`src/pcx_pkg.sv`:
```
package pcx_pkg;

   localparam int MAX_ROW_BYTES = 1024;
   localparam int MAX_WIDTH     = 8192;
   localparam int PALETTE_SIZE  = 256;
   localparam int STORE_PLANES  = 3;
   localparam int OFF_W         = $clog2(MAX_ROW_BYTES);
   localparam int PAL_W         = $clog2(PALETTE_SIZE);
   localparam int COL_W         = 13;
   localparam int QUEUE_DEPTH   = 4;

   localparam logic [7:0] RUN_MARK = 8'hC0;
   localparam logic [7:0] RUN_MASK = 8'h3F;

   localparam logic [1:0] CSR_PLANES = 2'd0;
   localparam logic [1:0] CSR_PBITS  = 2'd1;
   localparam logic [1:0] CSR_RBYTES = 2'd2;
   localparam logic [1:0] CSR_WIDTH  = 2'd3;

   localparam logic [1:0] KIND_PAL   = 2'd0;
   localparam logic [1:0] KIND_STORE = 2'd1;
   localparam logic [1:0] KIND_PIX   = 2'd2;

   typedef struct packed {
      logic [2:0]  planes;
      logic [3:0]  pbits;
   } cfg_type;

   typedef struct packed {
      logic [1:0]       kind;
      logic [23:0]      data;
      logic [OFF_W-1:0] addr;
      logic [1:0]       plane;
      logic [3:0]       cnt;
      logic [COL_W-1:0] base;
      logic             row_end;
      logic             last;
   } cmd_type;

endpackage

```
`src/pcx_front.sv`:
```
module pcx_front (
   input  logic              clock,
   input  logic              reset,
   input  logic              csr_we,
   input  logic [1:0]        csr_addr,
   input  logic [13:0]       csr_wdata,
   input  logic              req_tvalid,
   output logic              req_tready,
   input  logic              req_tuser,
   input  logic [39:0]       req_tdata,
   input  logic              q_full,
   output logic              q_push,
   output pcx_pkg::cmd_type  q_cmd,
   output pcx_pkg::cfg_type  cfg,
   output logic              expanding
);

   logic [2:0]  planes_ff, planes_in;
   logic [3:0]  pbits_ff, pbits_in;
   logic [10:0] rbytes_ff, rbytes_in;
   logic [13:0] width_ff, width_in;
   logic        pending_ff, pending_in;
   logic [5:0]  runlen_ff, runlen_in;
   logic        exp_ff, exp_in;
   logic [5:0]  rem_ff, rem_in;
   logic [7:0]  byte_ff, byte_in;
   logic [1:0]  plane_ff, plane_in;
   logic [pcx_pkg::OFF_W-1:0] off_ff, off_in;

   logic [2:0]  planes_e;
   logic [10:0] rb_e;
   logic [13:0] w_e;
   logic [1:0]  sh;
   logic [3:0]  ppb;
   logic        lastplane, offend, vis, row_end, lastb, put, acc, is_data;
   logic [13:0] base, diff, lastoff_a, lastoff;
   logic [3:0]  cnt;
   logic [7:0]  code, cur_byte;

   assign code    = req_tdata[7:0];
   assign acc     = req_tvalid && req_tready;
   assign is_data = !req_tuser;

   always_comb begin
      planes_e = (planes_ff == 3'd0) ? 3'd1 : (planes_ff > 3'd4) ? 3'd4 : planes_ff;
      rb_e = (rbytes_ff == 11'd0) ? 11'd1 :
             (rbytes_ff > 11'(pcx_pkg::MAX_ROW_BYTES)) ? 11'(pcx_pkg::MAX_ROW_BYTES) :
             rbytes_ff;
      w_e = (width_ff > 14'(pcx_pkg::MAX_WIDTH)) ? 14'(pcx_pkg::MAX_WIDTH) : width_ff;
      sh  = (pbits_ff == 4'd8) ? 2'd0 : (pbits_ff == 4'd2) ? 2'd2 : 2'd3;
      ppb = 4'd1 << sh;
      lastplane = ({1'b0, plane_ff} == planes_e - 3'd1);
      offend    = ({1'b0, off_ff} == rb_e - 11'd1);
      base      = {4'b0, off_ff} << sh;
      vis       = lastplane && (base < w_e);
      diff      = w_e - base;
      cnt       = (diff > {10'b0, ppb}) ? ppb : diff[3:0];
      lastoff_a = (w_e - 14'd1) >> sh;
      lastoff   = (lastoff_a > {3'b0, rb_e - 11'd1}) ? {3'b0, rb_e - 11'd1} : lastoff_a;
      row_end   = ({4'b0, off_ff} == lastoff);
      put = exp_ff ? !q_full :
            (acc && is_data && !pending_ff && ((code & pcx_pkg::RUN_MARK) != pcx_pkg::RUN_MARK));
      cur_byte = exp_ff ? byte_ff : code;
      lastb = exp_ff ? (vis && (rem_ff == 6'd1 || offend || {4'b0, off_ff} >= lastoff)) : vis;
   end

   always_comb begin
      q_cmd         = '0;
      q_push        = 1'b0;
      q_cmd.addr    = off_ff;
      q_cmd.plane   = plane_ff;
      q_cmd.data    = {16'b0, cur_byte};
      if (acc && !is_data) begin
         q_push     = 1'b1;
         q_cmd.kind = pcx_pkg::KIND_PAL;
         q_cmd.addr = pcx_pkg::OFF_W'(req_tdata[15:8]);
         q_cmd.data = req_tdata[39:16];
      end else if (put && !lastplane) begin
         q_push     = 1'b1;
         q_cmd.kind = pcx_pkg::KIND_STORE;
      end else if (put && vis) begin
         q_push        = 1'b1;
         q_cmd.kind    = pcx_pkg::KIND_PIX;
         q_cmd.cnt     = cnt;
         q_cmd.base    = base[pcx_pkg::COL_W-1:0];
         q_cmd.row_end = row_end;
         q_cmd.last    = lastb;
      end
   end

   always_comb begin
      planes_in  = planes_ff;
      pbits_in   = pbits_ff;
      rbytes_in  = rbytes_ff;
      width_in   = width_ff;
      pending_in = pending_ff;
      runlen_in  = runlen_ff;
      exp_in     = exp_ff;
      rem_in     = rem_ff;
      byte_in    = byte_ff;
      plane_in   = plane_ff;
      off_in     = off_ff;
      if (put) begin
         if (offend) begin
            off_in   = '0;
            plane_in = lastplane ? 2'd0 : plane_ff + 2'd1;
         end else begin
            off_in = off_ff + 1'b1;
         end
      end
      if (exp_ff && put) begin
         rem_in = rem_ff - 6'd1;
         if (rem_ff == 6'd1 || (lastplane && offend)) begin
            exp_in = 1'b0;
         end
      end
      if (acc && is_data) begin
         if (pending_ff) begin
            pending_in = 1'b0;
            byte_in    = code;
            rem_in     = runlen_ff;
            exp_in     = (runlen_ff != 6'd0);
         end else if ((code & pcx_pkg::RUN_MARK) == pcx_pkg::RUN_MARK) begin
            pending_in = 1'b1;
            runlen_in  = code[5:0] & pcx_pkg::RUN_MASK[5:0];
         end
      end
      if (csr_we) begin
         case (csr_addr)
            pcx_pkg::CSR_PLANES: planes_in = csr_wdata[2:0];
            pcx_pkg::CSR_PBITS:  pbits_in  = csr_wdata[3:0];
            pcx_pkg::CSR_RBYTES: rbytes_in = csr_wdata[10:0];
            default:             width_in  = csr_wdata;
         endcase
         pending_in = 1'b0;
         runlen_in  = 6'd0;
         exp_in     = 1'b0;
         plane_in   = 2'd0;
         off_in     = '0;
      end
   end

   always_ff @(posedge clock) begin
      if (reset) begin
         planes_ff  <= 3'd1;
         pbits_ff   <= 4'd8;
         rbytes_ff  <= 11'd1;
         width_ff   <= 14'd1;
         pending_ff <= 1'b0;
         runlen_ff  <= 6'd0;
         exp_ff     <= 1'b0;
         rem_ff     <= 6'd0;
         plane_ff   <= 2'd0;
         off_ff     <= '0;
      end else begin
         planes_ff  <= planes_in;
         pbits_ff   <= pbits_in;
         rbytes_ff  <= rbytes_in;
         width_ff   <= width_in;
         pending_ff <= pending_in;
         runlen_ff  <= runlen_in;
         exp_ff     <= exp_in;
         rem_ff     <= rem_in;
         plane_ff   <= plane_in;
         off_ff     <= off_in;
      end
      byte_ff <= byte_in;
   end

   assign req_tready = !exp_ff && !q_full;
   assign cfg.planes = planes_e;
   assign cfg.pbits  = pbits_ff;
   assign expanding  = exp_ff;

endmodule

```
`config.mk`:
```
export PLATFORM = sky130hd
export DESIGN_NAME = pcx_front
export DESIGN_NICKNAME = d
export VERILOG_FILES = /design/src/pcx_pkg.sv /design/src/pcx_front.sv
export SDC_FILE = /design/constraint.sdc
export NUM_CORES = 1
export LEC_CHECK = 0
export CAP_MARGIN = 20
export CELL_PAD_IN_SITES_DETAIL_PLACEMENT = 0
export CELL_PAD_IN_SITES_GLOBAL_PLACEMENT = 1
export CORE_MARGIN = 2
export CORE_UTILIZATION = 25
export DETAILED_ROUTE_END_ITERATION = 16
export DONT_BUFFER_PORTS = 1
export PLACE_DENSITY_LB_ADDON = 0.1
export SLEW_MARGIN = 20
export SYNTH_ARGS = -nofsm -noshare
export SYNTH_HDL_FRONTEND = slang
export SYNTH_SLANG_ARGS = --single-unit
```
`constraint.sdc`:
```
create_clock -name clock -period 9.9 [get_ports clock]
set_input_delay 1.98 -clock clock [delete_from_list [all_inputs] [get_ports clock]]
set_output_delay 1.98 -clock clock [all_outputs]
set_load 0.1 [all_outputs]
```
# Yosys cells after proc, flatten, opt, wreduce, memory -nomap -nowiden

Cells that the tools add are included.

Add/sub/neg operators: 7
Order comparisons: 7
Equal/unequal tests: 10
Shift-type cells: 3
Muxes and demuxes: 33
Bitwise operators: 2
Reduce and logical (&&, ||, !) cells: 33

Operators with widths:

| operator                                            | number |
|---|---|
| 2-to-1 mux 19 bit                                   | 3 |
| 2-to-1 mux 34 bit                                   | 1 |
| 2-to-1 mux 14 bit                                   | 2 |
| 2-to-1 mux 11 bit                                   | 2 |
| 2-to-1 mux 6 bit                                    | 3 |
| == test 10 x 14 -> 1 bit                            | 1 |
| greater-or-equal comparator 10 x 14 -> 1 bit        | 1 |
| > comparator 14 x 11 -> 1 bit                       | 1 |
| > comparator 14 bit (second input constant)         | 1 |
| > comparator 14 x 4 -> 1 bit                        | 1 |
| less-than comparator 14 bit                         | 1 |
| << shifter 10 x 2 -> 14 bit                         | 1 |
| >> shifter 14 x 2 -> 14 bit                         | 1 |
| subtractor 14 x 1 -> 14 bit (second input constant) | 1 |
| subtractor 14 bit                                   | 1 |
| logical AND 1 bit                                   | 12 |
| 2-to-1 mux 1 bit                                    | 12 |
| AND reduction 2 bit                                 | 6 |
| == test 10 x 11 -> 1 bit                            | 1 |
| > comparator 11 bit (second input constant)         | 1 |
| logical NOT 11 bit                                  | 1 |
| subtractor 11 x 1 -> 11 bit (second input constant) | 1 |
| adder 10 x 1 -> 10 bit (second input constant)      | 1 |
| 2-to-1 mux 10 bit                                   | 1 |
| 25 further kinds                                    | 38 |

Flip-flop bits (word level): 66
Input port bits: 62
Output and inout port bits: 67
Logic and storage cells: 106

# Logic depth before layout (Yosys ltp)

Depth after elaboration: 13
Gate-level depth with buffers: 28
Depth with buffers taken out: 25

# Worst setup path after synthesis

Ideal clock, no wire load.

Path kind: reg-to-output
Start: register width_ff[13]
End: output q_cmd[0] (netlist name)
Data arrival time: 6.585 ns
Required time: 7.920 ns
Path slack: 1.335 ns
Cell stages (with the launch flop): 26
Path buffers: 3
Cells stage by stage: dfxtp_1 > clkbuf_1 > clkbuf_1 > nand2b_1 > ha_1 > or4b_2 > o41ai_1 > a21oi_4 > a221oi_1 > ha_1 > and3_1 > nand3_1 > a211o_1 > a31oi_1 > a21oi_4 > clkbuf_1 > a21oi_1 > ha_1 > nor2b_1 > o21a_1 > o21a_1 > o21a_1 > o21ai_0 > a21oi_1 > a211oi_1 > o22ai_1

RTL lines:

| item                   | RTL line         | text |
|---|---|---|
| start, declared        | pcx_front.sv:21  | `logic [13:0] width_ff, width_in;` |
| start signal, assigned | pcx_front.sv:159 | `width_ff <= width_in;` |
| end, declared          | pcx_front.sv:13  | `output pcx_pkg::cmd_type q_cmd,` |

# Final worst setup path

Start: register pbits_ff[0]
End: output q_push

Cells in the longest elaborated chain, start to end: 10
Elaborated cells on any way between the ends: 11
Those cells by class: 1 x order compare; 2 x eq/ne; 1 x shift; 5 x mux; 2 x reduce/logical

RTL lines:

| item                            | RTL line         | text |
|---|---|---|
| start, declared                 | pcx_front.sv:19  | `logic [3:0] pbits_ff, pbits_in;` |
| start signal, assigned          | pcx_front.sv:157 | `pbits_ff <= pbits_in;` |
| == test 4 x 2 -> 1 bit          | pcx_front.sv:50  | `sh = (pbits_ff == 4'd8) ? 2'd0 : (pbits_ff == 4'd2) ? 2'd2 : 2'd3;` |
| 2-to-1 mux 1 bit                | pcx_front.sv:50  |  |
| 2-to-1 mux 2 bit (*)            | pcx_front.sv:50  |  |
| << shifter 10 x 2 -> 14 bit (*) | pcx_front.sv:54  | `base = {4'b0, off_ff} << sh;` |
| less-than comparator 14 bit (*) | pcx_front.sv:55  | `vis = lastplane && (base < w_e);` |
| logical AND 1 bit (*)           | pcx_front.sv:55  |  |
| logical AND 1 bit (*)           | pcx_front.sv:81  | `end else if (put && vis) begin` |
| 2-to-1 mux 1 bit (*)            | pcx_front.sv:81  |  |
| 2-to-1 mux 1 bit (*)            | pcx_front.sv:78  | `end else if (put && !lastplane) begin` |
| 2-to-1 mux 1 bit (*)            | pcx_front.sv:73  | `if (acc && !is_data) begin` |
| end, declared                   | pcx_front.sv:12  | `output logic q_push,` |

Mark *: on every way between the ends. The rest lies on a longest branch, timed or not.

==> impl_metrics.json <==
{
  "period_needed_ns": 8.70,
  "via_per_inst": 5.17,
  "startpoint_type": "register",
  "clk_pin_slew_worst_paths_ns": 0.06,
  "diodes": 0,
  "fmaxAchievable_ghz": 0.115,
  "setup_slack_ns": 1.20,
  "power.switching_uw": 370,
  "drt_first_iter_violations": 385,
  "dp_slack_ns": 1.58,
  "dieHeight_um": 159,
  "worst_skew_pair.late_latency_ns": 0.34,
  "htreeDepth": 3,
  "globalplace.congestion": 0.844,
  "max-slew-margin-rel_pct": 24.6,
  "drt_wl_total_um": 20400,
  "pwrdens_mw_per_mm2": 148,
  "num_vias": 5687,
  "post_cts_hold_buffer_count": 0,
  "dr.pass1.iters": 5,
  "rows": 56,
  "synth_enable_flop_cells": 8,
  "place.detailed.instances": 1085,
  "cellLeakagePower_nw": 2.65,
  "final_critical_path_share_of_the_clock_period_pct": 87.9,
  "ff2ff_path_depth": 12,
  "synth.yosys.seq_area_share_pct": 23.4,
  "cts_tree": "yes",
  "timing_hold_violations_final": 0,
  "timing.critical_path.arrival_ns": 6.72,
  "area_delta_synth_final_pct": 14.0,
  "outcome": "completed",
  "cts_inserted_buffers": 9,
  "synth.top_cells.by_count": "98 x nand2_1, 91 x nor2_1, 68 x a21oi_1",
  "critPathMostFrequentCell": "buf_4",
  "design.die.area_mm2": 0.0252,
  "initial_core_util_pct": 25.5,
  "nets": 884,
  "globalRoute.totalOverflow": 0,
  "synth_top_cell_by_area": "dfxtp_1",
  "crit_path_cell_trace": "buf_4 > nor2_1 > nand3b_1 > buf_4 > clkinv_1 > buf_4 > nor2_1 > inv_1 > o21ai_0 > ha_1 > nand3_1 > o21ba_2 > o211ai_1 > a21oi_1 > o31a_1 > o31ai_4 > inv_1 > or3_1",
  "fin_setup_tns_ns": 0,
  "crit_fanout": 18,
  "initial_antenna_violation_count": 0,
  "timing.critical_path.slowest_cell_delay_ns": 0.96,
  "setup-violations-final": 0,
  "track_usage_pct": 16.1,
  "synth_flop_cell": "dfxtp_1",
  "seq_power_share_pct": 28.3,
  "route.antenna.remaining_nets": 0,
  "clock_sinks": 66,
  "detailed_place.area_mm2": 0.00647,
  "routedWlPerCell_um": 18.5,
  "drv_slew": 0,
  "pin_count": 129,
  "first_global_vias": 5262,
  "yosys.area.top_type_share_pct": 19.4,
  "post_route_clock_skew_ns": 0.00709,
  "power.internal_uw": 640,
  "finish.instance_area_mm2": 0.00682,
  "fin_cells": 1101,
  "worst_hold_path_cells": 2,
  "post_cts_resize_count": 0,
  "critPathRequiredTime_ns": 7.92,
  "unique_masters_post_synth": 76,
  "setup_repair_after_global_routing_missed_its_margin": "false",
  "share_clk_of_total_power_pct": 37.6,
  "synth.net_count": 908,
  "post_cts_buffers": 0,
  "syn_area_mm2": 0.00598,
  "syn-instance-count": 801,
  "clock-root-buffer": "clkbuf_16",
  "p_sw_share_pct": 36.6,
  "drt_drc_violations_left": 0,
  "avgSynthCellArea_um2": 7.46,
  "synth_most_common_cell": "nand2_1",
  "endpoint_kind": "output port",
  "drive_above_1_share_pct": 13.4,
  "yosys_warnings": 0,
  "design.core.area_mm2": 0.0235,
  "cts_buffer_depth": 2,
  "max-cap-violations": 0,
  "power.combinational.fraction_pct": 34.0,
  "critPathSlowestCell": "dfxtp_1",
  "synth.top_cells.by_area": "dfxtp_1 19%, ha_1 9.2%, nand2_1 6.2%",
  "grt_max_degree": 45,
  "asyncSetResetFlopFracSynth_pct": 0,
  "port_buffers": 0,
  "peakVddDrop_uv": 97.0,
  "fin_util_pct": 29.0,
  "wire_length_of_the_first_global_routing_pass_um": 30600,
  "critical_path_class": "reg -> out",
  "worst_hold_slack_ns": 0.467,
  "tightestPinTransition_ns": 1.13,
  "sum_of_internal_switching_and_leakage_power_mw": 1.01,
  "chipWidth_um": 159,
  "hp-class": "reg -> reg",
  "dp.final_hpwl_um": 16400,
  "synth-seq-cells": 66
}
## cell usage in the layout (no fill, tap or decap), types with 14 or more instances in the layout
master,Yosys,final
and2_1,16,16
buf_4,0,16
nor2_2,1,19
mux2i_1,26,26
xnor2_1,18,18
nand3_1,14,14
o21ai_0,31,22
ha_1,44,44
dfxtp_1,58,57
a21oi_1,68,67
nor2_1,91,73
nor2b_1,23,22
xor2_1,14,14
inv_1,29,29
nand2_1,98,98
## power groups by stage
stage          clock (mW)  combinational (mW)  sequential, mW
2_1_floorplan           0               0.274           0.290
3_3_place_gp            0               0.345           0.292
3_5_place_dp            0               0.344           0.292
4_1_cts             0.392               0.346           0.286
5_1_grt             0.403               0.378           0.287
6_report            0.380               0.344           0.286
## worst max-delay path, delay by kind of cell, from the launching register on
family / cells / cell delay [ns]
compound gates: 6 / 1.70
simple gates: 5 / 1.65
buf+inv: 6 / 1.59
flops: 1 / 0.96
fa+ha+maj: 1 / 0.43
## sequential cells by signal (all words and copies together), names as in the netlist
signal,cells
width_ff,14
rbytes_ff,11
off_ff,10
byte_ff,8
rem_ff,6
runlen_ff,6
pbits_ff,4
planes_ff,3
plane_ff,2
expanding,1
pending_ff,1
## final cells by class
class                           count  area [um^2]
Fill cell                        2532        16700
Timing Repair Buffer               18          175
Clock inverter                      7          125
Inverter                           31          116
Multi-Input combinational cell    651         4370
Clock buffer                        9          225
Tap cell                          319          399
Sequential cell                    66         1400
## metal layers
metal | global-route usage, % | up-vias | routed length [um]
met5 | 0 | - | 0
met4 | 5.75 | 0 | 516
met3 | 3.40 | 31 | 1010
met2 | 25.2 | 136 | 9480
met1 | 21.8 | 2695 | 9410
li1 | - | 2825 | -
## cell families after synthesis
kind of cell    synth area share [%]
buf+inv                         5.63
other cells                   0.0627
fa+ha+maj                       9.54
simple gates                    28.9
xor+xnor                        4.69
compound gates                  21.6
flops                           23.4
mux                             6.05
## final timing paths
kind	start	end	slack [ns]
worst max-delay path	pbits_ff[0]	q_push	1.20
worst min-delay path	width_ff[6]	width_ff[6]	0.47
worst max register to register	rbytes_ff[3]	off_ff[0]	5.43
worst min register to register	width_ff[6]	width_ff[6]	0.47
No activity file was read; power rests on OpenSTA's default activity.
