===== config.mk =====
export PLATFORM = sky130hd
export DESIGN_NAME = pcx_queue
export DESIGN_NICKNAME = d
export VERILOG_FILES = /design/src/pcx_pkg.sv /design/src/pcx_queue.sv
export SDC_FILE = /design/constraint.sdc
export NUM_CORES = 1
export LEC_CHECK = 0
export BUFFER_PORTS_ARGS = -buffer_cell sky130_fd_sc_hd__clkbuf_2
export CORE_UTILIZATION = 35
export DETAILED_ROUTE_END_ITERATION = 7
export MAX_ROUTING_LAYER = met4
export PLACE_DENSITY = 0.62
export SLEW_MARGIN = 20
export SYNTH_ARGS = -nofsm -noshare
export SYNTH_HDL_FRONTEND = slang
export SYNTH_SLANG_ARGS = --single-unit

===== constraint.sdc =====
create_clock -name clock -period 2.1 [get_ports clock]
set_input_delay 0.105 -clock clock [delete_from_list [all_inputs] [get_ports clock]]
set_output_delay 0.105 -clock clock [all_outputs]
set_load 0.01 [all_outputs]

===== src/pcx_pkg.sv =====
package pcx_pkg;

   localparam int MAX_ROW_BYTES = 1024;
   localparam int MAX_WIDTH     = 8192;
   localparam int PALETTE_SIZE  = 256;
   localparam int STORE_PLANES  = 3;
   localparam int OFF_W         = $clog2(MAX_ROW_BYTES);
   localparam int PAL_W         = $clog2(PALETTE_SIZE);
   localparam int COL_W         = 13;
   localparam int QUEUE_DEPTH   = 4;

   localparam logic [7:0] RUN_MARK = 8'hC0;
   localparam logic [7:0] RUN_MASK = 8'h3F;

   localparam logic [1:0] CSR_PLANES = 2'd0;
   localparam logic [1:0] CSR_PBITS  = 2'd1;
   localparam logic [1:0] CSR_RBYTES = 2'd2;
   localparam logic [1:0] CSR_WIDTH  = 2'd3;

   localparam logic [1:0] KIND_PAL   = 2'd0;
   localparam logic [1:0] KIND_STORE = 2'd1;
   localparam logic [1:0] KIND_PIX   = 2'd2;

   typedef struct packed {
      logic [2:0]  planes;
      logic [3:0]  pbits;
   } cfg_type;

   typedef struct packed {
      logic [1:0]       kind;
      logic [23:0]      data;
      logic [OFF_W-1:0] addr;
      logic [1:0]       plane;
      logic [3:0]       cnt;
      logic [COL_W-1:0] base;
      logic             row_end;
      logic             last;
   } cmd_type;

endpackage


===== src/pcx_queue.sv =====
module pcx_queue (
   input  logic              clock,
   input  logic              reset,
   input  logic              push,
   input  pcx_pkg::cmd_type  din,
   input  logic              pop,
   output pcx_pkg::cmd_type  head,
   output logic              full,
   output logic              empty
);

   localparam int AW = $clog2(pcx_pkg::QUEUE_DEPTH);

   pcx_pkg::cmd_type entry_ff [pcx_pkg::QUEUE_DEPTH];
   logic [AW-1:0] wp_ff, wp_in, rp_ff, rp_in;
   logic [AW:0]   cnt_ff, cnt_in;

   always_comb begin
      wp_in  = push ? wp_ff + 1'b1 : wp_ff;
      rp_in  = pop ? rp_ff + 1'b1 : rp_ff;
      cnt_in = cnt_ff + (AW+1)'(push) - (AW+1)'(pop);
   end

   always_ff @(posedge clock) begin
      if (reset) begin
         wp_ff  <= '0;
         rp_ff  <= '0;
         cnt_ff <= '0;
      end else begin
         wp_ff  <= wp_in;
         rp_ff  <= rp_in;
         cnt_ff <= cnt_in;
      end
      if (push) begin
         entry_ff[wp_ff] <= din;
      end
   end

   assign head  = entry_ff[rp_ff];
   assign full  = (cnt_ff == (AW+1)'(pcx_pkg::QUEUE_DEPTH));
   assign empty = (cnt_ff == '0);

endmodule


# After elaboration in Yosys (flattened, before gate mapping)
# Memories as Yosys holds them, arrays and structs flattened. A register that Yosys moved wholly into a read port is not among the register bits.
# Index checks and enable logic that the tools add are counted.
[totals]
ram_bits = 228
mem_count = 1
out_inout_bits = 59
inputBits = 61
elab_cells = 14
register_bits = 7
[classes]
n_eq_ne = 1
add_sub_neg = 4
reduce_logical = 1
muxes = 4
[mem_list]
columns = ["name", "depth", "width", "rd", "rd_ports_with_merged_regs", "write_ports", "line_no", "rtl"]
rows = [
  ["entry_ff", 4, 57, 1, 1, 1, "pcx_queue.sv:14", "pcx_pkg::cmd_type entry_ff [pcx_pkg::QUEUE_DEPTH];"],
]
[op_table]
columns = ["op", "n"]
rows = [
  ["2-bit by 1-bit adder with 2-bit output, second input constant", 2],
  ["2-bit 2-to-1 mux", 2],
  ["3-bit by 1-bit adder with 3-bit output", 1],
  ["3-bit equality test, second input constant", 1],
  ["3-bit logical NOT", 1],
  ["3-bit by 1-bit subtractor with 3-bit output", 1],
  ["1-bit 2-to-1 mux", 2],
]

# Longest topological paths before layout
# Gate-level depths: netlist of the first run.
[depth]
word_depth = 3
depth_mapped = 7
mapped_depth_nobuf = 7

# Worst setup path before layout of the first run
# OpenSTA, ideal clock, no wires.
[synth_path]
path_kind = "reg-to-reg"
from = "register wp_ff[0]"
to = "memory entry_ff[2][0] in the netlist's numbering, enable pin"
setup_ns = 0.421
path_slack_ns = -0.212
path_stages_with_launch = 4
n_path_buf = 0
arrival_time_ns = 1.891
period_less_slack_ns = 2.312
path_cell_list = "dfxtp_1 inv_1 ha_1 and2_1"
[synth_rtl]
columns = ["element", "line_no", "rtl"]
rows = [
  ["start, declared", "pcx_queue.sv:15", "logic [AW-1:0] wp_ff, wp_in, rp_ff, rp_in;"],
  ["start signal, assigned", "pcx_queue.sv:30", "wp_ff <= wp_in;"],
  ["end, declared", "pcx_queue.sv:14", ""],
]
# No word-level cell before the write port.

==> flow_results.xml, run 1 <==
<?xml version="1.0" encoding="UTF-8"?>
<metrics>
  <group name="timing">
    <metric name="worst_pin_slew" unit="ns">0.405</metric>
    <metric name="finalSetupTns" unit="ns">0</metric>
    <metric name="hold_viol_final" unit="">0</metric>
    <metric name="timing.clock.skew" unit="ns">0.0103</metric>
    <metric name="final_period_minus_worst_setup_slack" unit="ns">1.99</metric>
    <metric name="finalCritPeriodShare" unit="%">94.9</metric>
    <metric name="report.final.slew_viol_count" unit="">0</metric>
    <metric name="achievable-frequency" unit="MHz">502</metric>
    <metric name="timing.final.setup_violations" unit="">0</metric>
    <metric name="setup_repair_after_global_routing_missed_its_margin" unit="">false</metric>
    <metric name="max_slew_margin" unit="%">73.0</metric>
  </group>
  <group name="power_and_ir_drop">
    <metric name="seq_power_share" unit="%">49.7</metric>
    <metric name="total_switching_power" unit="mW">2.31</metric>
    <metric name="power.combinational.fraction" unit="%">10.2</metric>
    <metric name="post-layout-total-power" unit="mW">11.1</metric>
    <metric name="cellPowerDensity" unit="nW/um^2">988</metric>
    <metric name="power.switching_fraction" unit="%">20.8</metric>
    <metric name="irDropWorstVdd" unit="uV">456</metric>
    <metric name="p_clk_share" unit="%">40.1</metric>
    <metric name="total_leakage_power" unit="nW">3.88</metric>
    <metric name="internal_power" unit="mW">8.79</metric>
  </group>
  <group name="yosys">
    <metric name="synth_fp_nets" unit="">407</metric>
    <metric name="synth_top_family_by_area" unit="">multiplexers</metric>
    <metric name="synth_fa_ha_area_share" unit="%">1.10</metric>
    <metric name="postSynthCellCount" unit="">339</metric>
    <metric name="synth_cell_type_count" unit="">21</metric>
    <metric name="synth_top_area_share" unit="%">79.1</metric>
    <metric name="syn_area" unit="sq um">8660</metric>
    <metric name="synth-simple-area-share" unit="%">0.867</metric>
    <metric name="ys_ff_latch" unit="">237</metric>
    <metric name="synth_top_cell_by_area" unit="">sky130_fd_sc_hd__edfxtp_1</metric>
    <metric name="top_cells_by_area_synth" unit="">sky130_fd_sc_hd__edfxtp_1 (79%), sky130_fd_sc_hd__mux4_2 (15%), sky130_fd_sc_hd__dfxtp_1 (2.1%)</metric>
    <metric name="synth_warnings" unit="">0</metric>
    <metric name="post_synth.cell_area_avg" unit="sq um">25.5</metric>
    <metric name="synth.yosys.seq_area_share" unit="%">81.2</metric>
    <metric name="post_synthesis_share_of_cell_area_spent_on_xor_and_xnor_gates" unit="%">0.477</metric>
    <metric name="synth-compound-area-share" unit="%">0.173</metric>
    <metric name="synth.mux.area_fraction" unit="%">14.9</metric>
  </group>
  <group name="hold_path">
    <metric name="hold_start" unit="">din[19]</metric>
    <metric name="endpoint_of_the_worst_hold_path" unit="">entry_ff[1][19]</metric>
    <metric name="min-delay-path-class" unit="">in2reg</metric>
    <metric name="min_path_cells" unit="">2</metric>
  </group>
  <group name="floorplanning">
    <metric name="fp-row-count" unit="">57</metric>
    <metric name="die_x" unit="um">159</metric>
    <metric name="number_of_top_level_pins" unit="">120</metric>
    <metric name="die_area" unit="sq um">25400</metric>
    <metric name="die_y" unit="um">159</metric>
    <metric name="initial_utilization" unit="%">35.6</metric>
    <metric name="core_region_area" unit="sq um">24300</metric>
  </group>
  <group name="placed_design">
    <metric name="io_buffers" unit="">119</metric>
    <metric name="detailedPlacementHpwl" unit="um">9680</metric>
    <metric name="globalplace.congestion" unit="">0.715</metric>
    <metric name="numPlacedInstances" unit="">784</metric>
  </group>
  <group name="finish">
    <metric name="areaGrowthSynthToFinish" unit="%">29.8</metric>
    <metric name="most-common-layout-cells" unit="">sky130_fd_sc_hd__edfxtp_1 (228), sky130_fd_sc_hd__clkbuf_2 (119), sky130_fd_sc_hd__dlygate4sd3_1 (61), sky130_fd_sc_hd__mux4_2 (57), sky130_fd_sc_hd__clkbuf_16 (25)</metric>
    <metric name="fillCellCount" unit="">2057</metric>
    <metric name="antenna_cells_inserted" unit="">0</metric>
    <metric name="most_common_cell_after_layout_fill_and_taps_aside" unit="">sky130_fd_sc_hd__edfxtp_1</metric>
    <metric name="layout.cells.non_filler" unit="">889</metric>
    <metric name="drive_gt1_share" unit="%">41.6</metric>
    <metric name="design.final.nets" unit="">615</metric>
  </group>
  <group name="critical_path">
    <metric name="crit_path_start_kind" unit="">flip-flop</metric>
    <metric name="timing_worst_setup_path_type" unit="">reg2out</metric>
    <metric name="timing.rr.end" unit="">cnt_ff[2]</metric>
    <metric name="r2r_slack" unit="ns">0.32</metric>
    <metric name="crit_arrival" unit="ns">1.89</metric>
    <metric name="end_kind" unit="">output port</metric>
    <metric name="timing.reg2reg.worst_path_depth" unit="">7</metric>
    <metric name="maximum_fanout_count_along_the_critical_path" unit="">23</metric>
    <metric name="worst_r2r_startpoint" unit="">cnt_ff[0]</metric>
    <metric name="worst-endpoint-required" unit="ns">2.00</metric>
  </group>
  <group name="grt">
    <metric name="grt_max_degree" unit="">34</metric>
    <metric name="grt_antenna_before_repair" unit="">0</metric>
    <metric name="vias_in_the_first_global_route" unit="">4571</metric>
    <metric name="global_route.usage.total" unit="%">13.5</metric>
    <metric name="grt-ovfl-total" unit="">0</metric>
    <metric name="grt_first_pass_wirelength" unit="um">25100</metric>
  </group>
  <group name="clocking">
    <metric name="cts_tree" unit="">done</metric>
    <metric name="cts_sinks" unit="">237</metric>
    <metric name="root_buffer" unit="">sky130_fd_sc_hd__clkbuf_16</metric>
    <metric name="max-clock-path-buffers" unit="">3</metric>
    <metric name="ctsResizeCount" unit="">0</metric>
    <metric name="cts-htree-levels" unit="">1</metric>
    <metric name="tritoncts.num_buffers" unit="">24</metric>
    <metric name="worstSkewPairLatency" unit="ns">0.51</metric>
    <metric name="clk_transition_reported_paths" unit="ns">0.06</metric>
  </group>
  <group name="routing">
    <metric name="post_dr_vias_cell" unit="">4.66</metric>
    <metric name="detail-route-antenna-nets" unit="">0</metric>
    <metric name="dr.first_iter.drc_count" unit="">185</metric>
    <metric name="routedWlPerCell" unit="um">18.2</metric>
    <metric name="postRouteWirelength" unit="um">16200</metric>
    <metric name="drt_first_pass_iters" unit="">4</metric>
    <metric name="vias" unit="">4139</metric>
    <metric name="drc_errors" unit="">0</metric>
  </group>
  <group name="job">
    <metric name="max_cap_viol_count" unit="">0</metric>
  </group>
  <group name="status">
    <metric name="outcome" unit="">completed</metric>
  </group>
</metrics>
[worst max-delay path by stage]
| stage | from | end | slack [ns] | depth (start not counted) |
|---|---|---|---|---|
| after global placement | cnt_ff[0] | cnt_ff[2] | 0.37 | 7 |
| after detailed placement | cnt_ff[0] | cnt_ff[2] | 0.32 | 7 |
| final | flip-flop | head[45] | 0.11 | 3 |
| after global routing | flip-flop | head[45] | 0.005 | 3 |
| after CTS | flip-flop | head[45] | 0.05 | 3 |
| after floorplan | wp_ff[0] | entry_ff[2][0] | 0.40 | 3 |
[kinds of logic (layout without fill, tap and decap cells)]
| kind of cell | after synthesis | in the layout |
|---|---|---|
| and+or+nand+nor | 14 | 14 |
| AOI/OAI and AO/OA | 2 | 2 |
| buffers and inverters | 18 | 244 |
| adders and majority gates | 7 | 7 |
| muxes | 58 | 58 |
| DFF | 237 | 237 |
| xor gates and xnor gates | 3 | 3 |
[stage by stage]
step	util (%)	cell area (sq um)	hold slack [ns]	setup slack, ns
3_3_place_gp	40.2	9780	0.316	0.368
4_1_cts	46.2	11200	0.326	0.0498
5_1_grt	46.2	11200	0.350	0.00543
6_report	46.2	11200	0.350	0.106
2_1_floorplan	-	8660	0.177	0.405
3_5_place_dp	40.2	9780	0.328	0.324
[critical path: stages, from the launching register on]
cell and delay (ns):
sky130_fd_sc_hd__dfxtp_4 0.60, sky130_fd_sc_hd__buf_4 0.28, sky130_fd_sc_hd__mux4_2 0.34, sky130_fd_sc_hd__clkbuf_2 0.15
[power by group through the flow]
stage                     Sequential (mW)  Clock (mW)  Combinational [mW]
after floorplan                      5.58           0               0.630
after global placement               5.59           0                1.05
after detailed placement             5.61           0                1.07
after CTS                            5.51        4.57                1.17
after global routing                 5.53        4.73                1.23
final                                5.51        4.45                1.14
[what timing repair did]
item,4_1_cts,5_1_grt
hold endpoints to repair,237,0
buffers inserted,0,0
hold buffers,61,0
[cell usage after synthesis]
cell type,count
sky130_fd_sc_hd__edfxtp_1,228
sky130_fd_sc_hd__mux4_2,57
sky130_fd_sc_hd__dfxtp_1,9
sky130_fd_sc_hd__ha_1,6
sky130_fd_sc_hd__inv_1,6
sky130_fd_sc_hd__nor2_1,5
sky130_fd_sc_hd__and2_1,4
sky130_fd_sc_hd__buf_2,4
sky130_fd_sc_hd__buf_6,4
sky130_fd_sc_hd__buf_4,2
sky130_fd_sc_hd__clkbuf_1,2
sky130_fd_sc_hd__nor2b_1,2
sky130_fd_sc_hd__xnor2_1,2
sky130_fd_sc_hd__a21bo_2,1
sky130_fd_sc_hd__a21oi_1,1
sky130_fd_sc_hd__and3_1,1
sky130_fd_sc_hd__fa_1,1
sky130_fd_sc_hd__mux2i_1,1
sky130_fd_sc_hd__nand3b_1,1
sky130_fd_sc_hd__nor3_1,1
sky130_fd_sc_hd__xor3_1,1
[final cells by class]
type	count	area [sq um]	area share, %
inverters	6	22.5	0.200
clock buffers	34	689	6.14
repair buffers	194	1400	12.5
clock inverters	10	153	1.36
multi-input cells	84	1530	13.6
flip-flops and latches	237	7030	62.6
well taps	324	405	3.61
[state kept, by name, indices dropped and copies added (netlist names), named ones only]
name and cells:
wp_ff 2, cnt_ff 3, rp_ff 2, entry_ff 228
[metal layers]
metal	share of wire (%)	up-vias	track usage (%)
met4	1.5	0	3.37
li1	-	1860	-
met3	4.9	23	2.71
met5	0	-	-
met2	51	97	22.8
met1	42	2159	16.6
Note: power is estimated with default switching activity, not from simulation.
==> run 2: changes to the inputs <==
Settings changed: CTS_CLUSTER_SIZE from default to 12, PLACE_DENSITY 0.62 to 0.6.
Clock period 2.1 ns to 1.9 ns, I/O delays scaled along.
==> flow_results.xml, run 2 (synthesized netlist as in run 1, its figures left out) <==
<?xml version="1.0" encoding="UTF-8"?>
<metrics>
  <group name="critical_path">
    <metric name="timing_worst_setup_path_type" unit="">reg2out</metric>
    <metric name="cell_by_cell_listing_of_the_critical_path" unit="">buf_12 &gt; clkbuf_16 &gt; mux4_2 &gt; clkbuf_2</metric>
    <metric name="crit_arrival" unit="ns">1.87</metric>
    <metric name="crit_path_top_delay_cell" unit="">sky130_fd_sc_hd__mux4_2</metric>
    <metric name="maximum_fanout_count_along_the_critical_path" unit="">7</metric>
    <metric name="cp_slowest_stage_delay" unit="ns">0.51</metric>
    <metric name="crit_path_start_kind" unit="">flip-flop</metric>
    <metric name="worst-endpoint-required" unit="ns">1.80</metric>
    <metric name="end_kind" unit="">output port</metric>
  </group>
  <group name="timing">
    <metric name="achievable-frequency" unit="MHz">509</metric>
    <metric name="hold_viol_final" unit="">0</metric>
    <metric name="finalWorstSetupSlack" unit="ns">-0.0663</metric>
    <metric name="finalCritPeriodShare" unit="%">103</metric>
    <metric name="max_slew_margin" unit="%">75.3</metric>
    <metric name="report.final.slew_viol_count" unit="">0</metric>
    <metric name="timing.clock.skew" unit="ns">0.0137</metric>
    <metric name="timing.final.setup_violations" unit="">51</metric>
    <metric name="setup_repair_after_global_routing_missed_its_margin" unit="">true</metric>
    <metric name="worst_pin_slew" unit="ns">0.370</metric>
    <metric name="final_period_minus_worst_setup_slack" unit="ns">1.97</metric>
  </group>
  <group name="finish">
    <metric name="largestRegisters" unit="">entry_ff: 228 flops, cnt_ff: 3 flops</metric>
    <metric name="most_common_cell_after_layout_fill_and_taps_aside" unit="">sky130_fd_sc_hd__edfxtp_1</metric>
    <metric name="areaGrowthSynthToFinish" unit="%">30.9</metric>
    <metric name="post-route-util" unit="%">46.6</metric>
    <metric name="fillCellCount" unit="">2043</metric>
    <metric name="most-common-layout-cells" unit="">sky130_fd_sc_hd__edfxtp_1 (228), sky130_fd_sc_hd__clkbuf_2 (115), sky130_fd_sc_hd__dlygate4sd3_1 (61), sky130_fd_sc_hd__mux4_2 (57), sky130_fd_sc_hd__clkbuf_16 (28)</metric>
    <metric name="largest_reg_flops" unit="">228</metric>
    <metric name="multi_input_area" unit="sq um">1530</metric>
    <metric name="register_area" unit="sq um">7030</metric>
    <metric name="design.final.nets" unit="">621</metric>
    <metric name="antenna_cells_inserted" unit="">0</metric>
    <metric name="design_area" unit="sq um">11300</metric>
    <metric name="regMostFlops" unit="">entry_ff</metric>
    <metric name="drive_gt1_share" unit="%">40.4</metric>
  </group>
  <group name="floorplanning">
    <metric name="number_of_top_level_pins" unit="">120</metric>
    <metric name="die_area" unit="sq um">25400</metric>
    <metric name="fp-row-count" unit="">57</metric>
    <metric name="core_region_area" unit="sq um">24300</metric>
    <metric name="initial_utilization" unit="%">35.6</metric>
    <metric name="die_y" unit="um">159</metric>
    <metric name="die_x" unit="um">159</metric>
  </group>
  <group name="power_and_ir_drop">
    <metric name="post-layout-total-power" unit="mW">11.7</metric>
    <metric name="irDropWorstVdd" unit="uV">708</metric>
    <metric name="cellPowerDensity" unit="nW/um^2">1030</metric>
    <metric name="total_leakage_power" unit="nW">3.90</metric>
  </group>
  <group name="grt">
    <metric name="grt_first_pass_wirelength" unit="um">25800</metric>
    <metric name="global_route.usage.total" unit="%">13.5</metric>
    <metric name="grt_max_degree" unit="">58</metric>
    <metric name="grt-ovfl-total" unit="">0</metric>
    <metric name="vias_in_the_first_global_route" unit="">4659</metric>
    <metric name="grt_antenna_before_repair" unit="">0</metric>
  </group>
  <group name="clocking">
    <metric name="tritoncts.num_buffers" unit="">25</metric>
    <metric name="cts_tree" unit="">done</metric>
    <metric name="cts_sinks" unit="">237</metric>
    <metric name="root_buffer" unit="">sky130_fd_sc_hd__clkbuf_16</metric>
    <metric name="clk_transition_reported_paths" unit="ns">0.05</metric>
    <metric name="max-clock-path-buffers" unit="">3</metric>
    <metric name="cts-htree-levels" unit="">1</metric>
    <metric name="worstSkewPairLatency" unit="ns">0.51</metric>
  </group>
  <group name="routing">
    <metric name="post_dr_vias_cell" unit="">4.66</metric>
    <metric name="drc_errors" unit="">0</metric>
    <metric name="vias" unit="">4164</metric>
    <metric name="detail-route-antenna-nets" unit="">0</metric>
    <metric name="dr.first_iter.drc_count" unit="">205</metric>
    <metric name="routedWlPerCell" unit="um">18.7</metric>
    <metric name="postRouteWirelength" unit="um">16700</metric>
    <metric name="drt_first_pass_iters" unit="">4</metric>
  </group>
  <group name="placed_design">
    <metric name="io_buffers" unit="">119</metric>
    <metric name="detailedPlacementHpwl" unit="um">8970</metric>
    <metric name="globalplace.congestion" unit="">0.693</metric>
    <metric name="placed_area" unit="sq um">9810</metric>
  </group>
  <group name="job">
    <metric name="max_cap_viol_count" unit="">0</metric>
  </group>
  <group name="hold_path">
    <metric name="min-delay-path-class" unit="">in2reg</metric>
  </group>
  <group name="status">
    <metric name="violations_in_the_final_reports" unit="">setup timing</metric>
    <metric name="outcome" unit="">finished with violations</metric>
  </group>
</metrics>
-- run 2: power by group --
part,switching (mW),internal (mW),total [mW]
sequential,0.0703,6.00,6.07
combinational,0.657,0.735,1.39
clock,1.84,2.42,4.26
total,2.57,9.16,11.7
-- run 2: area by class of cell --
type / count / share of cell area (%)
Clock inverter: 8 / 0.364
Multi-Input combinational cell: 84 / 13.5
Inverter: 6 / 0.199
Tap cell: 324 / 3.58
Sequential cell: 237 / 62.1
Clock buffer: 35 / 5.85
Timing Repair Buffer: 199 / 14.4
-- run 2: critical path, delay by kind of cell, from the launching register on --
kind / cells / cell delay, ns
buffers and inverters: 3 / 0.46
muxes: 1 / 0.51
DFF: 1 / 0.38
-- run 2: what timing repair did --
| action | in CTS | in global routing |
|---|---|---|
| cloned | 1 | 4 |
| hold buffers | 61 | 0 |
| setup buffers | 1 | 2 |
| endpoints found under the setup margin | 57 | 57 |
| endpoints found under the hold margin | 237 | 0 |
| gates resized for setup | 2 | 14 |
-- run 2: path summary, 6_finish.rpt --
path,start,end,slack [ns],cells past startpoint
max reg2reg,cnt_ff[0],cnt_ff[2],0.09,7
max,flip-flop,head[45],-0.07,4
min,din[25],entry_ff[2][25],0.34,2
min reg2reg,rp_ff[1],flip-flop,0.54,2
-- run 2: layer usage --
metal | vias up | share of wire (%) | GRT usage, %
met5 | - | 0 | -
li1 | 1872 | - | -
met2 | 114 | 50 | 22.4
met1 | 2159 | 44 | 17.1
met3 | 19 | 5.5 | 2.79
met4 | 0 | 1.3 | 3.23
-- run 2: stage by stage --
| stage | cells | hold slack, ns | setup TNS, ns | worst slack, ns |
|---|---|---|---|---|
| 5_1_grt | 893 | 0.327 | -5.98 | -0.142 |
| 3_5_place_dp | 781 | 0.314 | 0 | 0.0875 |
| 3_3_place_gp | 781 | 0.307 | 0 | 0.187 |
| 6_report | 893 | 0.343 | -1.88 | -0.0663 |
| 2_1_floorplan | 339 | 0.167 | 0 | 0.205 |
| 4_1_cts | 887 | 0.312 | -4.43 | -0.107 |
==> run 3: changes to the inputs <==
Settings changed: REMOVE_ABC_BUFFERS from default to 1.
==> flow_results.xml, run 3 (synthesized netlist as in run 1, its figures left out) <==
<?xml version="1.0" encoding="UTF-8"?>
<metrics>
  <group name="timing">
    <metric name="max_slew_margin" unit="%">74.9</metric>
    <metric name="finalCritPeriodShare" unit="%">105</metric>
    <metric name="timing.final.setup_violations" unit="">57</metric>
    <metric name="report.final.slew_viol_count" unit="">0</metric>
    <metric name="setup_repair_after_global_routing_missed_its_margin" unit="">true</metric>
    <metric name="timing.clock.skew" unit="ns">0.00572</metric>
    <metric name="worst_pin_slew" unit="ns">0.377</metric>
    <metric name="hold_viol_final" unit="">0</metric>
    <metric name="finalWorstSetupSlack" unit="ns">-0.0906</metric>
    <metric name="final_period_minus_worst_setup_slack" unit="ns">1.99</metric>
    <metric name="achievable-frequency" unit="MHz">502</metric>
    <metric name="timing.hold.ws" unit="ns">0.339</metric>
  </group>
  <group name="finish">
    <metric name="areaGrowthSynthToFinish" unit="%">32.6</metric>
    <metric name="most_common_cell_after_layout_fill_and_taps_aside" unit="">sky130_fd_sc_hd__edfxtp_1</metric>
    <metric name="design.final.nets" unit="">624</metric>
    <metric name="regMostFlops" unit="">entry_ff</metric>
    <metric name="largest_reg_flops" unit="">228</metric>
    <metric name="drive_gt1_share" unit="%">41.7</metric>
    <metric name="most-common-layout-cells" unit="">sky130_fd_sc_hd__edfxtp_1 (228), sky130_fd_sc_hd__clkbuf_2 (117), sky130_fd_sc_hd__dlygate4sd3_1 (61), sky130_fd_sc_hd__mux4_2 (57), sky130_fd_sc_hd__clkbuf_16 (27)</metric>
    <metric name="layout.cells.non_filler" unit="">897</metric>
    <metric name="largestRegisters" unit="">entry_ff: 228 flops, cnt_ff: 3 flops</metric>
    <metric name="antenna_cells_inserted" unit="">0</metric>
  </group>
  <group name="grt">
    <metric name="global_route.usage.total" unit="%">14.0</metric>
    <metric name="grt_antenna_before_repair" unit="">0</metric>
    <metric name="vias_in_the_first_global_route" unit="">4555</metric>
    <metric name="grt_max_degree" unit="">36</metric>
    <metric name="grt-ovfl-total" unit="">0</metric>
    <metric name="grt_first_pass_wirelength" unit="um">26100</metric>
  </group>
  <group name="floorplanning">
    <metric name="initial_utilization" unit="%">35.6</metric>
    <metric name="die_area" unit="sq um">25400</metric>
    <metric name="die_x" unit="um">159</metric>
    <metric name="die_y" unit="um">159</metric>
    <metric name="core_region_area" unit="sq um">24300</metric>
    <metric name="fp-row-count" unit="">57</metric>
    <metric name="number_of_top_level_pins" unit="">120</metric>
  </group>
  <group name="critical_path">
    <metric name="end_kind" unit="">output port</metric>
    <metric name="crit_arrival" unit="ns">1.90</metric>
    <metric name="crit_path_top_delay_cell" unit="">sky130_fd_sc_hd__mux4_2</metric>
    <metric name="crit_path_start_kind" unit="">flip-flop</metric>
    <metric name="timing_worst_setup_path_type" unit="">reg2out</metric>
    <metric name="cp_slowest_stage_delay" unit="ns">0.51</metric>
    <metric name="critical-path-top-delay-family" unit="">buffers and inverters</metric>
    <metric name="worst-endpoint-required" unit="ns">1.80</metric>
    <metric name="maximum_fanout_count_along_the_critical_path" unit="">6</metric>
    <metric name="critical_path_buf_inv_count" unit="">4</metric>
    <metric name="cell_by_cell_listing_of_the_critical_path" unit="">buf_6 &gt; buf_12 &gt; buf_16 &gt; mux4_2 &gt; clkbuf_2</metric>
  </group>
  <group name="job">
    <metric name="max_cap_viol_count" unit="">0</metric>
  </group>
  <group name="clocking">
    <metric name="cts_sinks" unit="">237</metric>
    <metric name="cts-htree-levels" unit="">1</metric>
    <metric name="root_buffer" unit="">sky130_fd_sc_hd__clkbuf_16</metric>
    <metric name="clk_transition_reported_paths" unit="ns">0.06</metric>
    <metric name="max-clock-path-buffers" unit="">3</metric>
    <metric name="worstSkewPairLatency" unit="ns">0.51</metric>
    <metric name="cts_tree" unit="">done</metric>
    <metric name="tritoncts.num_buffers" unit="">26</metric>
  </group>
  <group name="routing">
    <metric name="vias" unit="">4236</metric>
    <metric name="drc_errors" unit="">0</metric>
    <metric name="highest-signal-layer" unit="">met4</metric>
    <metric name="dr.first_iter.drc_count" unit="">202</metric>
    <metric name="met2RoutedLength" unit="um">8500</metric>
    <metric name="wirelength_met1" unit="um">7410</metric>
    <metric name="met3_wirelength" unit="um">829</metric>
    <metric name="postRouteWirelength" unit="um">17000</metric>
    <metric name="drt_first_pass_iters" unit="">4</metric>
    <metric name="post_dr_vias_cell" unit="">4.72</metric>
    <metric name="detail-route-antenna-nets" unit="">0</metric>
    <metric name="routedWlPerCell" unit="um">19.0</metric>
  </group>
  <group name="power_and_ir_drop">
    <metric name="irDropWorstVdd" unit="uV">648</metric>
    <metric name="total_leakage_power" unit="nW">3.97</metric>
    <metric name="cellPowerDensity" unit="nW/um^2">1080</metric>
  </group>
  <group name="placed_design">
    <metric name="numPlacedInstances" unit="">782</metric>
    <metric name="io_buffers" unit="">119</metric>
    <metric name="globalplace.congestion" unit="">0.718</metric>
    <metric name="preCtsSetupSlack" unit="ns">0.127</metric>
    <metric name="detailedPlacementHpwl" unit="um">9660</metric>
  </group>
  <group name="status">
    <metric name="violations_in_the_final_reports" unit="">setup timing</metric>
    <metric name="outcome" unit="">finished with violations</metric>
  </group>
  <group name="hold_path">
    <metric name="min-delay-path-class" unit="">in2reg</metric>
  </group>
</metrics>
[run 3: worst reg2reg max path, cell delays in order (launching register included)]
cell and delay (ns):
sky130_fd_sc_hd__dfxtp_1 0.33, sky130_fd_sc_hd__inv_1 0.05, sky130_fd_sc_hd__ha_1 0.26, sky130_fd_sc_hd__inv_1 0.04, sky130_fd_sc_hd__ha_1 0.19, sky130_fd_sc_hd__fa_1 0.37
sky130_fd_sc_hd__xor3_1 0.38, sky130_fd_sc_hd__nor2_1 0.04
[run 3: layout make-up]
cell class,count,area [sq um]
fill,2027,12800
sequential,237,7030
timing repair buffer,201,1650
multi-input combinational,84,1530
clock buffer,35,716
tap,324,405
clock inverter,10,124
inverter,6,22.5
[run 3: metrics by stage]
stage / area [sq um] / setup TNS (ns) / util, % / total power [mW]
2_1_floorplan: 8570 / -167.47 / - / 6.85
6_report: 11500 / -2.38 / 47.2 / 12.4
4_1_cts: 11500 / -4.87 / 47.2 / 12.6
5_1_grt: 11500 / -6.22 / 47.2 / 12.9
3_5_place_dp: 9820 / 0 / 40.4 / 7.39
3_3_place_gp: 9820 / 0 / 40.4 / 7.34
[run 3: worst paths after layout]
check	depth (start not counted)	end	start	slack, ns
min	2	entry_ff[2][1]	din[1]	0.34
min reg2reg	2	flip-flop	rp_ff[0]	0.56
max	5	head[48]	flip-flop	-0.09
max reg2reg	7	cnt_ff[2]	cnt_ff[0]	0.12
[run 3: per-layer routing]
metal	vias up	global-route usage (%)
li1	1887	-
met2	112	23.1
met3	31	2.89
met4	0	3.72
met5	-	-
met1	2206	17.8
[run 3: what timing repair did]
item	4_1_cts	5_1_grt
resized for setup	10	0
hold buffers	61	0
endpoints found under the setup margin	57	57
setup buffers	5	0
hold endpoints to repair	237	0
cloned	5	0
[run 3: report_power, final]
group / internal, mW / leakage (nW) / switching [mW]
clock network: 3.02 / 0.407 / 1.89
registers: 6.00 / 2.17 / 0.0807
logic: 0.740 / 1.40 / 0.655
total: 9.77 / 3.97 / 2.62
